**src/rtl/core/assert_macros.svh**
```systemverilog
// assertion macros shared by the rtl of the timer table
`ifndef ASSERT_MACROS_SVH
`define ASSERT_MACROS_SVH

// property checked on every rising edge of clk, suspended while reset is low
`define ASSERT_CLK(label, prop, msg) \
	label: assert property (@(posedge clk) disable iff (!arst_n) (prop)) \
		else $error(msg);

// condition that must never be seen on a rising edge of clk
`define ASSERT_NEVER(label, cond, msg) \
	label: assert property (@(posedge clk) disable iff (!arst_n) !(cond)) \
		else $error(msg);

`endif

```
**src/rtl/core/pitt_pkg.sv**
```systemverilog
// types and constants of the periodic interval timer table
package pitt_pkg;

	localparam int SLOT_COUNT = 8;
	localparam int SLOT_W     = (SLOT_COUNT > 1) ? $clog2(SLOT_COUNT) : 1;
	localparam int CNT_W      = $clog2(SLOT_COUNT + 1);

	localparam int PERIOD_W = 31;
	localparam int TIME_W   = 32;
	localparam int ENTRY_W  = PERIOD_W + TIME_W;

	localparam logic [1:0] MODE_POLL  = 2'd0;
	localparam logic [1:0] MODE_SET   = 2'd1;
	localparam logic [1:0] MODE_CLEAR = 2'd2;

	localparam logic [2:0] KIND_SET_OK  = 3'd0;
	localparam logic [2:0] KIND_FULL    = 3'd1;
	localparam logic [2:0] KIND_CLEARED = 3'd2;
	localparam logic [2:0] KIND_FIRED   = 3'd3;
	localparam logic [2:0] KIND_NONE    = 3'd4;

	typedef enum logic [1:0] {
		ST_IDLE,
		ST_WALK,
		ST_FLUSH
	} state_t;

	typedef struct packed {
		logic [2:0] kind;
		logic [5:0] slot;
	} res_t;

endpackage

```
**src/rtl/core/pitt_if.sv**
```systemverilog
// channel interfaces: command items in, result items out
interface pitt_in_if;
	logic        valid;
	logic        ready;
	logic [1:0]  mode;
	logic [31:0] now;
	logic [30:0] period_ms;
	logic [5:0]  slot_index;
	logic        link_up;

	modport source (output valid, mode, now, period_ms, slot_index, link_up, input ready);
	modport sink (input valid, mode, now, period_ms, slot_index, link_up, output ready);
endinterface

interface pitt_out_if;
	logic       valid;
	logic       ready;
	logic [2:0] kind;
	logic [5:0] slot_out;
	logic       last;

	modport source (output valid, kind, slot_out, last, input ready);
	modport sink (input valid, kind, slot_out, last, output ready);
endinterface

```
**src/rtl/core/pitt_ram.sv**
```systemverilog
// generic single-port-write, single-port-read ram with registered read
module pitt_ram #(
	parameter int WIDTH = 8,
	parameter int DEPTH = 8,
	parameter int AW    = (DEPTH > 1) ? $clog2(DEPTH) : 1
) (
	input  logic             clk,
	input  logic             we,
	input  logic [AW-1:0]    waddr,
	input  logic [WIDTH-1:0] wdata,
	input  logic [AW-1:0]    raddr,
	output logic [WIDTH-1:0] rdata
);

	logic [WIDTH-1:0] mem_q [DEPTH];

	always_ff @(posedge clk) begin
		if (we) begin
			mem_q[waddr] <= wdata;
		end
		rdata <= mem_q[raddr];
	end

endmodule

```
**src/rtl/core/periodic_interval_timer_table_core.sv**
```systemverilog
// timer table core: slot allocation, clearing and the poll walk over the slot ram
//
//  channel  | dir | payload                                     | transfer
//  ---------+-----+---------------------------------------------+-----------------
//  in_ch    | in  | mode, now, period_ms, slot_index, link_up   | valid & ready
//  out_ch   | out | kind, slot_out, last                        | valid & ready
//
// set, an in-range clear and a poll with the link down go through decode, then hand-off
// poll with the link up walks the slot ram one slot a cycle unless a fire stalls it
// the registered ram read sets the walk; a fire waits on a stalled output
// slot_active flops clear on reset; period and last-fire time live in ram, no clear
// one item at a time: in_ch is ready only while no item is in progress
module periodic_interval_timer_table_core
	import pitt_pkg::*;
(
	input  logic clk,
	input  logic arst_n,
	pitt_in_if.sink    in_ch,
	pitt_out_if.source out_ch
);

`include "assert_macros.svh"

	state_t state_q, state_d;

	logic [SLOT_COUNT-1:0] slot_active_q, active_d;
	logic [TIME_W-1:0]     now_q;

	logic [CNT_W-1:0]  walk_idx_q;
	logic [SLOT_W-1:0] chk_idx_s1;
	logic              chk_valid_s1;

	res_t pend_q, pend_d;
	logic pend_valid_q, pend_valid_d;

	logic out_valid_q;
	res_t out_res_q;
	logic out_last_q;
	logic out_load, out_last_d, out_free;

	logic               ram_we;
	logic [SLOT_W-1:0]  ram_waddr, ram_raddr;
	logic [ENTRY_W-1:0] ram_wdata, ram_rdata;

	logic [PERIOD_W-1:0] rd_period;
	logic [TIME_W-1:0]   rd_last, elapsed;

	logic accept, walk_done, fire, stall, walk_adv;
	logic found;
	logic [SLOT_W-1:0] free_idx;
	logic in_range;

	pitt_ram #(
		.WIDTH (ENTRY_W),
		.DEPTH (SLOT_COUNT)
	) u_slot_ram (
		.clk   (clk),
		.we    (ram_we),
		.waddr (ram_waddr),
		.wdata (ram_wdata),
		.raddr (ram_raddr),
		.rdata (ram_rdata)
	);

	assign rd_period = ram_rdata[ENTRY_W-1:TIME_W];
	assign rd_last   = ram_rdata[TIME_W-1:0];
	assign elapsed   = now_q - rd_last;

	assign in_ch.ready = (state_q == ST_IDLE);
	assign accept   = in_ch.valid && in_ch.ready;
	assign out_free = !out_valid_q || out_ch.ready;
	assign in_range = {1'b0, in_ch.slot_index} < 7'(SLOT_COUNT);

	assign fire = (state_q == ST_WALK) && chk_valid_s1 && slot_active_q[chk_idx_s1]
		&& (elapsed > {1'b0, rd_period});
	// an earlier fire still waits in pend and the output register is taken
	assign stall     = fire && pend_valid_q && !out_free;
	assign walk_adv  = (state_q == ST_WALK) && !stall;
	assign walk_done = (walk_idx_q == CNT_W'(SLOT_COUNT)) && !chk_valid_s1;

	// lowest free slot
	always_comb begin
		found    = 1'b0;
		free_idx = '0;
		for (int i = SLOT_COUNT - 1; i >= 0; i--) begin
			if (!slot_active_q[i]) begin
				found    = 1'b1;
				free_idx = SLOT_W'(i);
			end
		end
	end

	always_comb begin
		state_d      = state_q;
		active_d     = slot_active_q;
		pend_d       = pend_q;
		pend_valid_d = pend_valid_q;
		out_load     = 1'b0;
		out_last_d   = 1'b0;
		ram_we       = 1'b0;
		ram_waddr    = chk_idx_s1;
		ram_wdata    = {rd_period, now_q};
		ram_raddr    = stall ? chk_idx_s1 : walk_idx_q[SLOT_W-1:0];

		case (state_q)
			ST_IDLE: begin
				if (accept) begin
					case (in_ch.mode)
						MODE_POLL: begin
							if (in_ch.link_up) begin
								state_d = ST_WALK;
							end else begin
								pend_d       = '{kind: KIND_NONE, slot: '0};
								pend_valid_d = 1'b1;
								state_d      = ST_FLUSH;
							end
						end
						MODE_SET: begin
							if (found) begin
								active_d[free_idx] = 1'b1;
								ram_we    = 1'b1;
								ram_waddr = free_idx;
								ram_wdata = {in_ch.period_ms, in_ch.now};
								pend_d    = '{kind: KIND_SET_OK, slot: 6'(free_idx)};
							end else begin
								pend_d = '{kind: KIND_FULL, slot: '0};
							end
							pend_valid_d = 1'b1;
							state_d      = ST_FLUSH;
						end
						MODE_CLEAR: begin
							if (in_range) begin
								active_d[in_ch.slot_index[SLOT_W-1:0]] = 1'b0;
								pend_d       = '{kind: KIND_CLEARED, slot: in_ch.slot_index};
								pend_valid_d = 1'b1;
								state_d      = ST_FLUSH;
							end
						end
						default: begin
						end
					endcase
				end
			end
			ST_WALK: begin
				if (fire && !stall) begin
					ram_we = 1'b1;
					// previous fire is not the final one, send it on
					if (pend_valid_q) begin
						out_load = 1'b1;
					end
					pend_d       = '{kind: KIND_FIRED, slot: 6'(chk_idx_s1)};
					pend_valid_d = 1'b1;
				end else if (walk_done) begin
					if (!pend_valid_q) begin
						pend_d = '{kind: KIND_NONE, slot: '0};
					end
					pend_valid_d = 1'b1;
					state_d      = ST_FLUSH;
				end
			end
			ST_FLUSH: begin
				if (out_free) begin
					out_load     = 1'b1;
					out_last_d   = 1'b1;
					pend_valid_d = 1'b0;
					state_d      = ST_IDLE;
				end
			end
			default: begin
				state_d = ST_IDLE;
			end
		endcase
	end

	always_ff @(posedge clk or negedge arst_n) begin
		if (!arst_n) begin
			state_q       <= ST_IDLE;
			slot_active_q <= '0;
			pend_valid_q  <= 1'b0;
			chk_valid_s1  <= 1'b0;
			walk_idx_q    <= '0;
			out_valid_q   <= 1'b0;
		end else begin
			state_q       <= state_d;
			slot_active_q <= active_d;
			pend_valid_q  <= pend_valid_d;
			if (accept) begin
				walk_idx_q   <= '0;
				chk_valid_s1 <= 1'b0;
			end else if (walk_adv) begin
				chk_valid_s1 <= (walk_idx_q != CNT_W'(SLOT_COUNT));
				if (walk_idx_q != CNT_W'(SLOT_COUNT)) begin
					walk_idx_q <= walk_idx_q + 1'b1;
				end
			end
			if (out_load) begin
				out_valid_q <= 1'b1;
			end else if (out_ch.ready) begin
				out_valid_q <= 1'b0;
			end
		end
	end

	always_ff @(posedge clk) begin
		pend_q <= pend_d;
		if (accept) begin
			now_q <= in_ch.now;
		end
		if (walk_adv) begin
			chk_idx_s1 <= walk_idx_q[SLOT_W-1:0];
		end
		if (out_load) begin
			out_res_q  <= pend_q;
			out_last_q <= out_last_d;
		end
	end

	assign out_ch.valid    = out_valid_q;
	assign out_ch.kind     = out_res_q.kind;
	assign out_ch.slot_out = out_res_q.slot;
	assign out_ch.last     = out_last_q;

	`ASSERT_CLK(a_flush_has_result, (state_q == ST_FLUSH) |-> pend_valid_q,
		"hand-off state without a pending result")
	`ASSERT_CLK(a_walk_write_active, (ram_we && state_q == ST_WALK) |-> slot_active_q[chk_idx_s1],
		"poll walk rewrote an inactive slot")
	`ASSERT_CLK(a_stall_holds_slot, stall |=> (chk_valid_s1 && $stable(chk_idx_s1)),
		"stalled walk lost the slot under check")
	`ASSERT_NEVER(a_walk_pend_kind,
		(state_q == ST_WALK) && pend_valid_q && (pend_q.kind != KIND_FIRED),
		"non-fire result pending during poll walk")

endmodule
```
**src/flat_wrapper.sv**
```systemverilog
// flat-port wrapper written by rule: the top's interface ports become plain ports
module periodic_interval_timer_table_core_flat import pitt_pkg::*;
  (clk, arst_n, in_ch_valid, in_ch_mode, in_ch_now, in_ch_period_ms, in_ch_slot_index, in_ch_link_up, in_ch_ready, out_ch_valid, out_ch_kind, out_ch_slot_out, out_ch_last, out_ch_ready);
  pitt_in_if in_ch_i ();
  pitt_out_if out_ch_i ();
  input  logic clk;
  input  logic arst_n;
  input wire logic [$bits(in_ch_i.valid)-1:0] in_ch_valid;
  input wire logic [$bits(in_ch_i.mode)-1:0] in_ch_mode;
  input wire logic [$bits(in_ch_i.now)-1:0] in_ch_now;
  input wire logic [$bits(in_ch_i.period_ms)-1:0] in_ch_period_ms;
  input wire logic [$bits(in_ch_i.slot_index)-1:0] in_ch_slot_index;
  input wire logic [$bits(in_ch_i.link_up)-1:0] in_ch_link_up;
  output wire logic [$bits(in_ch_i.ready)-1:0] in_ch_ready;
  output wire logic [$bits(out_ch_i.valid)-1:0] out_ch_valid;
  output wire logic [$bits(out_ch_i.kind)-1:0] out_ch_kind;
  output wire logic [$bits(out_ch_i.slot_out)-1:0] out_ch_slot_out;
  output wire logic [$bits(out_ch_i.last)-1:0] out_ch_last;
  input wire logic [$bits(out_ch_i.ready)-1:0] out_ch_ready;
  assign in_ch_i.valid = in_ch_valid;
  assign in_ch_i.mode = in_ch_mode;
  assign in_ch_i.now = in_ch_now;
  assign in_ch_i.period_ms = in_ch_period_ms;
  assign in_ch_i.slot_index = in_ch_slot_index;
  assign in_ch_i.link_up = in_ch_link_up;
  assign in_ch_ready = in_ch_i.ready;
  assign out_ch_valid = out_ch_i.valid;
  assign out_ch_kind = out_ch_i.kind;
  assign out_ch_slot_out = out_ch_i.slot_out;
  assign out_ch_last = out_ch_i.last;
  assign out_ch_i.ready = out_ch_ready;
  periodic_interval_timer_table_core u_core (.clk(clk), .arst_n(arst_n), .in_ch(in_ch_i), .out_ch(out_ch_i));
endmodule
```
**config.mk**
```make
export PLATFORM = sky130hd
export DESIGN_NAME = periodic_interval_timer_table_core_flat
export DESIGN_NICKNAME = d
export VERILOG_FILES = /design/src/rtl/core/pitt_pkg.sv /design/src/rtl/core/pitt_if.sv /design/src/rtl/core/pitt_ram.sv /design/src/rtl/core/periodic_interval_timer_table_core.sv /design/src/flat_wrapper.sv
export VERILOG_INCLUDE_DIRS = /design/src /design/src/rtl/core
export SDC_FILE = /design/constraint.sdc
export NUM_CORES = 1
export LEC_CHECK = 0
export BUFFER_PORTS_ARGS = -buffer_cell sky130_fd_sc_hd__buf_4
export CAP_MARGIN = 15
export CELL_PAD_IN_SITES_DETAIL_PLACEMENT = 1
export CELL_PAD_IN_SITES_GLOBAL_PLACEMENT = 2
export CORE_ASPECT_RATIO = 0.5
export CORE_MARGIN = 4
export CORE_UTILIZATION = 24
export DETAILED_ROUTE_END_ITERATION = 12
export PLACE_DENSITY_LB_ADDON = 0.1
export SLEW_MARGIN = 10
export SYNTH_ARGS = -nofsm -noshare
export SYNTH_HDL_FRONTEND = slang
export SYNTH_SLANG_ARGS = --single-unit
```
**constraint.sdc**
```tcl
create_clock -name clk -period 23.3 [get_ports clk]
set_clock_uncertainty 0.05 [all_clocks]
set_input_delay 2.33 -clock clk [delete_from_list [all_inputs] [get_ports clk]]
set_output_delay 2.33 -clock clk [all_outputs]
set_load 0.03 [all_outputs]
```
### Word level (Yosys, flattened, before mapping)

Memories as Yosys holds them, arrays and structs flattened. A register that Yosys moved wholly into a read port is not among the register bits.
Index checks and enable logic that the tools add are counted.

| storage, ports and cells | value |
|---|---|
| memory bits (writable) | 504 |
| input port bits | 76 |
| flip-flop bits (word level) | 71 |
| logic and storage cells | 149 |
| memories | 1 |
| output and inout bits | 12 |

| operators by class | value |
|---|---|
| mux-type cells | 77 |
| reductions and logical operators | 29 |
| bitwise gates (word level) | 3 |
| $lt $le $gt $ge | 7 |
| $add $sub $neg | 2 |
| equal/unequal tests | 17 |

Memory list:

| name | depth | width | read ports | clocked after Yosys merged registers in | write ports | line | RTL |
|---|---|---|---|---|---|---|---|
| u_core.u_slot_ram.mem_q | 8 | 63 | 1 | 1 | 1 | pitt_ram.sv:15 | `logic [WIDTH-1:0] mem_q [DEPTH];` |

Operator list:

| cell | count |
|---|---|
| $mux 63 | 4 |
| $mux 9 | 6 |
| $mux 3 | 13 |
| $gt 32x31->1 | 1 |
| $sub 32x32->32 | 1 |
| $mux 1 | 30 |
| $pmux 9 s3 | 1 |
| $pmux 9 s2 | 1 |
| $mux 8 | 2 |
| $pmux 8 s2 | 1 |
| $reduce_and 7->1 | 2 |
| $lt 3x4->1 const B | 3 |
| $mux 2 | 6 |
| $mux 4 | 3 |
| $pmux 2 s3 | 2 |
| $logic_and 1x1->1 | 11 |
| $reduce_bool 2->1 | 5 |
| $ne 3x3->1 const B | 3 |
| $and 8x8->8 | 1 |
| $ne 2x1->1 const B | 4 |
| $ne 4x4->1 const B | 2 |
| $not 8->8 | 1 |
| $or 8x8->8 | 1 |
| $mux 7 | 1 |
| 19 further kinds | 30 |

### Longest topological paths before layout

| logic depth | value |
|---|---|
| depth after elaboration | 15 |
| gate-level depth with buffers | 28 |
| gate-level depth less buffers | 25 |

### Modules after synthesis

From an unflattened synthesis, not the netlist that was laid out.

| unflattened totals | value |
|---|---|
| cells, all modules | 1454 |
| area, all modules | 26532.9 sq um |

By module, submodules not included:

| module | cells an instance | instances | area each (sq um) | seq. area each (sq um) |
|---|---|---|---|---|
| pitt_ram | 804 | 1 | 20229.4 | 16395.7 |
| periodic_interval_timer_table_core | 650 | 1 | 6303.5 | 2047.0 |

### Worst setup path after synthesis

No wires, ideal clock.

| path | value |
|---|---|
| kind | register to register |
| start point | register u_core.now_q[0] |
| end point | memory u_core.u_slot_ram.mem_q[7][0] in the netlist's numbering (enable) |
| stages on the path, launching flop included | 25 |
| arrival | 9.236 ns |
| slack | 13.452 ns |
| setup time | 0.562 ns |
| buffers on the path | 1 |
| period minus slack after synthesis | 9.848 ns |
| required time | 22.688 ns |
| path through | edfxtp_1 inv_1 ha_1 inv_1 fa_1 a21o_1 a31o_2 a21oi_1 a311oi_1 o21a_1 a221o_1 a21o_1 a21oi_1 xnor2_1 ha_1 nand4_1 nor4_1 a221oi_1 a21oi_1 nor3_1 or2_2 a311oi_1 clkbuf_1 a31oi_1 nor3_1 |

| between the ends | value |
|---|---|
| word-level cells in the longest chain between the ends | 11 |

Ends and longest elaborated chain:

| element | line | RTL |
|---|---|---|
| from (decl) | periodic_interval_timer_table_core.sv:27 | `logic [TIME_W-1:0] now_q;` |
| from (signal assigned) | periodic_interval_timer_table_core.sv:207 | `now_q <= in_ch.now;` |
| $sub 32x32->32 * | periodic_interval_timer_table_core.sv:67 | `assign elapsed = now_q - rd_last;` |
| $gt 32x31->1 * | periodic_interval_timer_table_core.sv:75 | `&& (elapsed > {1'b0, rd_period});` |
| $logic_and 1x1->1 * | periodic_interval_timer_table_core.sv:75 |  |
| $logic_and 1x1->1 (2 in series) | periodic_interval_timer_table_core.sv:77 | `assign stall = fire && pend_valid_q && !out_free;` |
| $logic_not 1->1 | periodic_interval_timer_table_core.sv:145 | `if (fire && !stall) begin` |
| $logic_and 1x1->1 * | periodic_interval_timer_table_core.sv:145 |  |
| $mux 1 * | periodic_interval_timer_table_core.sv:145 |  |
| $pmux 1 s2 * | periodic_interval_timer_table_core.sv:105 | `case (state_q)` |
| $mux 1 * | pitt_ram.sv:18 | `if (we) begin` |
| $mux 1 (not written as such) * | pitt_ram.sv:19 | `mem_q[waddr] <= wdata;` |
| to (decl) | pitt_ram.sv:15 |  |

Every way passes the cells marked *; elsewhere a longest branch is shown, timed or not.

### Worst setup path in the final report

| path | value |
|---|---|
| start point | register u_core.now_q[0] |
| end point | register u_core.u_slot_ram.rdata[24], read port of u_core.u_slot_ram.mem_q |

| between the ends | value |
|---|---|
| word-level cells in the longest chain between the ends | 6 |

Ends and longest elaborated chain:

| element | line | RTL |
|---|---|---|
| $sub 32x32->32 | periodic_interval_timer_table_core.sv:67 |  |
| $gt 32x31->1 | periodic_interval_timer_table_core.sv:75 |  |
| $logic_and 1x1->1 | periodic_interval_timer_table_core.sv:75 |  |
| $logic_and 1x1->1 (2 in series) | periodic_interval_timer_table_core.sv:77 |  |
| $mux 3 | periodic_interval_timer_table_core.sv:103 | `ram_raddr = stall ? chk_idx_s1 : walk_idx_q[SLOT_W-1:0];` |
| to (decl) | pitt_ram.sv:12 | `output logic [WIDTH-1:0] rdata` |

No other way between the ends.
A chain may end at the register's enable or synchronous reset.

==> qor.yml <==
final_cells: 3512
viasPerCell: 4.63
path_buf_inv: 4
ys.flop_type: "edfxtp_1"
worstPathRequired_ps: 23800
clk_path_buf_depth: 3
power_density_mw_per_mm2: 117
cp.arrival_ps: 9490
postSynthAreaPerCell_um2: 15.3
io_buffers: 87
initial_utilization: 0.243
yosys-top-cells-area: "edfxtp_1, a211oi_2, dfxtp_1"
drtAntennaViolNets: 0
fmax_mhz: 111
syn-cell-area_mm2: 0.0280
synth_fp_nets: 1986
htree_num_levels: 3
wl_mm: 89.6
areaGrowthSynthToFinish_pct: 16.6
gp_congestion: 0.699
cp_top_family: "compound AO/OA/AOI/OAI gates"
synth.largest_area_cell: "edfxtp_1"
tightest_slew_ps: 1140
rows: 88
path_common_cell: "a21oi_1"
die_w_um: 491
drive_above_1_share: 0.254
tritoncts: "done"
dieArea_mm2: 0.123
cp-end-kind: "flop"
grt_first_pass_wirelength_mm: 130
first_iter_violations: 866
cts_buffers: 69
fin_crit_sh: 0.386
cts.sink_count: 638
finalSetupViolCount: 0
ys_ff_latch: 638
synth_cell_types: 73
final_common_cell: "edfxtp_1"
firstDrtPassIters: 6
grt.overflow.total: 0
dieHeight_um: 250
finalHoldViolCount: 0
worstSetupPathType: "flop to flop"
yosysSeqAreaShare: 0.658
cts-hold-fix-buffers: 0
place_hpwl_mm: 51.5
placed_cells: 3378
rsz0062_at_grt: "false"
path_max_fanout: 90
status: "finished, final reports clean"
antenna_found_initial: 6
wl_per_cell_um: 25.5
setup-tns-final_ps: 0
leakage_nw: 10.9
start_kind: "flop"
ys_warn_count: 0
drv_slew: 0
num_io_pins: 88
cts-root-buf: "clkbuf_16"
postCtsResizedCells: 0
synth_cells: 1838
pre_cts_ws_ps: 14390
synth_top_area_frac: 0.597
most-common-layout-cells: "edfxtp_1, and3_1, a211oi_2, buf_4, inv_1"
nets: 2067
ys_async_sr_fraction: 0.0266
clk-insertion-delay-late_ps: 660
place_area_mm2: 0.0304
synth-edff-count: 558
maxSlewHeadroom: 0.237
hold_path.class: "flop to flop"
ir_drop_v: 0.0000708
stdcell_area_mm2: 0.0327
drc: 0
vias: 16300
track_usage: 0.145
clk_pin_slew_ps: 70
grt_pass1_vias: 17300
cts_setup_buffers: 0
period_minus_slack_ps: 8990
worst_slack_ps: 14310
grt_max_degree: 133
drv_cap: 0
slowest_stage: "buf_4"
coreArea_mm2: 0.116
cp_slowest_stage_delay_ps: 900
Yosys cell counts (all sizes together) (5+ instances only):
master and count:
nor2b 13, a2111oi 66, mux2i 68, dfrtp 17
nand4 9, xor2 9, a21oi 47, nand2b 6
nand3 21, and2 6, a211oi 194, o31ai 7
xnor2 22, clkbuf 50, nor2 33, a21o 17
inv 82, ha 71, dfxtp 63, and3 196
edfxtp 558, nor4 5, nand2 48, nor3 14
buf 60, o21a 5, o21ai 34, a31oi 8
mux2 64
layout make-up:
class | instances | area (µm²)
inverters | 83 | 312
clock buffers | 95 | 1910
repair buffers | 120 | 938
clock inverters | 33 | 339
flip-flops and latches | 638 | 18400
well taps | 1530 | 1910
diodes | 6 | 15.0
fillers | 12200 | 82900
multi-input cells | 1007 | 8810
per-stage QoR:
step,hold WS (ps),utilization,power [mW]
after floorplan,350,-,2.31
after global placement,355,0.263,2.77
after detailed placement,358,0.263,2.77
after CTS,371,0.283,3.92
after global routing,381,0.283,4.08
final,368,0.283,3.84
worst register-to-register path: cells and delay by family, from the launching register on:
family	cells	cell delay (ps)
AOI/OAI and AO/OA	11	3080
xor gates and xnor gates	1	100
adders and majority gates	3	840
buffers and inverters	4	2290
DFF	1	390
muxes	1	320
and+or+nand+nor	6	1810
kinds of logic after synthesis:
logic type,synth area share
buf+inv,0.0320
fa+ha+maj,0.0324
mux,0.0523
compound gates,0.142
simple gates,0.0743
flops,0.658
xor+xnor,0.00968
flip-flops by register name, summed over array words and instances (netlist names):
name                     count
u_core.chk_idx_s1            3
u_core.chk_valid_s1          1
u_core.now_q                32
u_core.out_ch.kind           3
u_core.out_ch.last           1
u_core.out_ch.slot_out       6
u_core.out_ch.valid          1
u_core.pend_q                9
u_core.pend_valid_q          1
u_core.slot_active_q         8
u_core.state_q               2
u_core.u_slot_ram.mem_q    504
u_core.u_slot_ram.rdata     63
u_core.walk_idx_q            4
path summary, 6_finish.rpt:
check | from | to | slack, ps | cells past startpoint
min | u_core.pend_q[5] | u_core.out_ch.slot_out[5] | 370 | 0
min in group asynchronous | arst_n | u_core.slot_active_q[2] | 1520 | 1
max in group asynchronous | arst_n | u_core.walk_idx_q[3] | 21450 | 1
max | u_core.now_q[0] | u_core.u_slot_ram.rdata[24] | 14310 | 26
max reg2reg | u_core.now_q[0] | u_core.u_slot_ram.rdata[24] | 14310 | 26
min reg2reg | u_core.pend_q[5] | u_core.out_ch.slot_out[5] | 370 | 0
layer usage:
metal | vias up | wire (µm) | track usage
met3 | 89 | 2610 | 0.0256
met1 | 8526 | 46500 | 0.218
met4 | 0 | 1440 | 0.0310
met2 | 215 | 39000 | 0.217
met5 | - | 0 | 0
li1 | 7439 | - | -
report_power, final:
part	switching [mW]	total, mW	leakage (nW)	internal, mW
combinational	0.768	1.18	4.07	0.415
clock	0.488	1.12	1.09	0.628
sequential	0.0687	1.54	5.78	1.47
(Power assumes the default switching activity.)
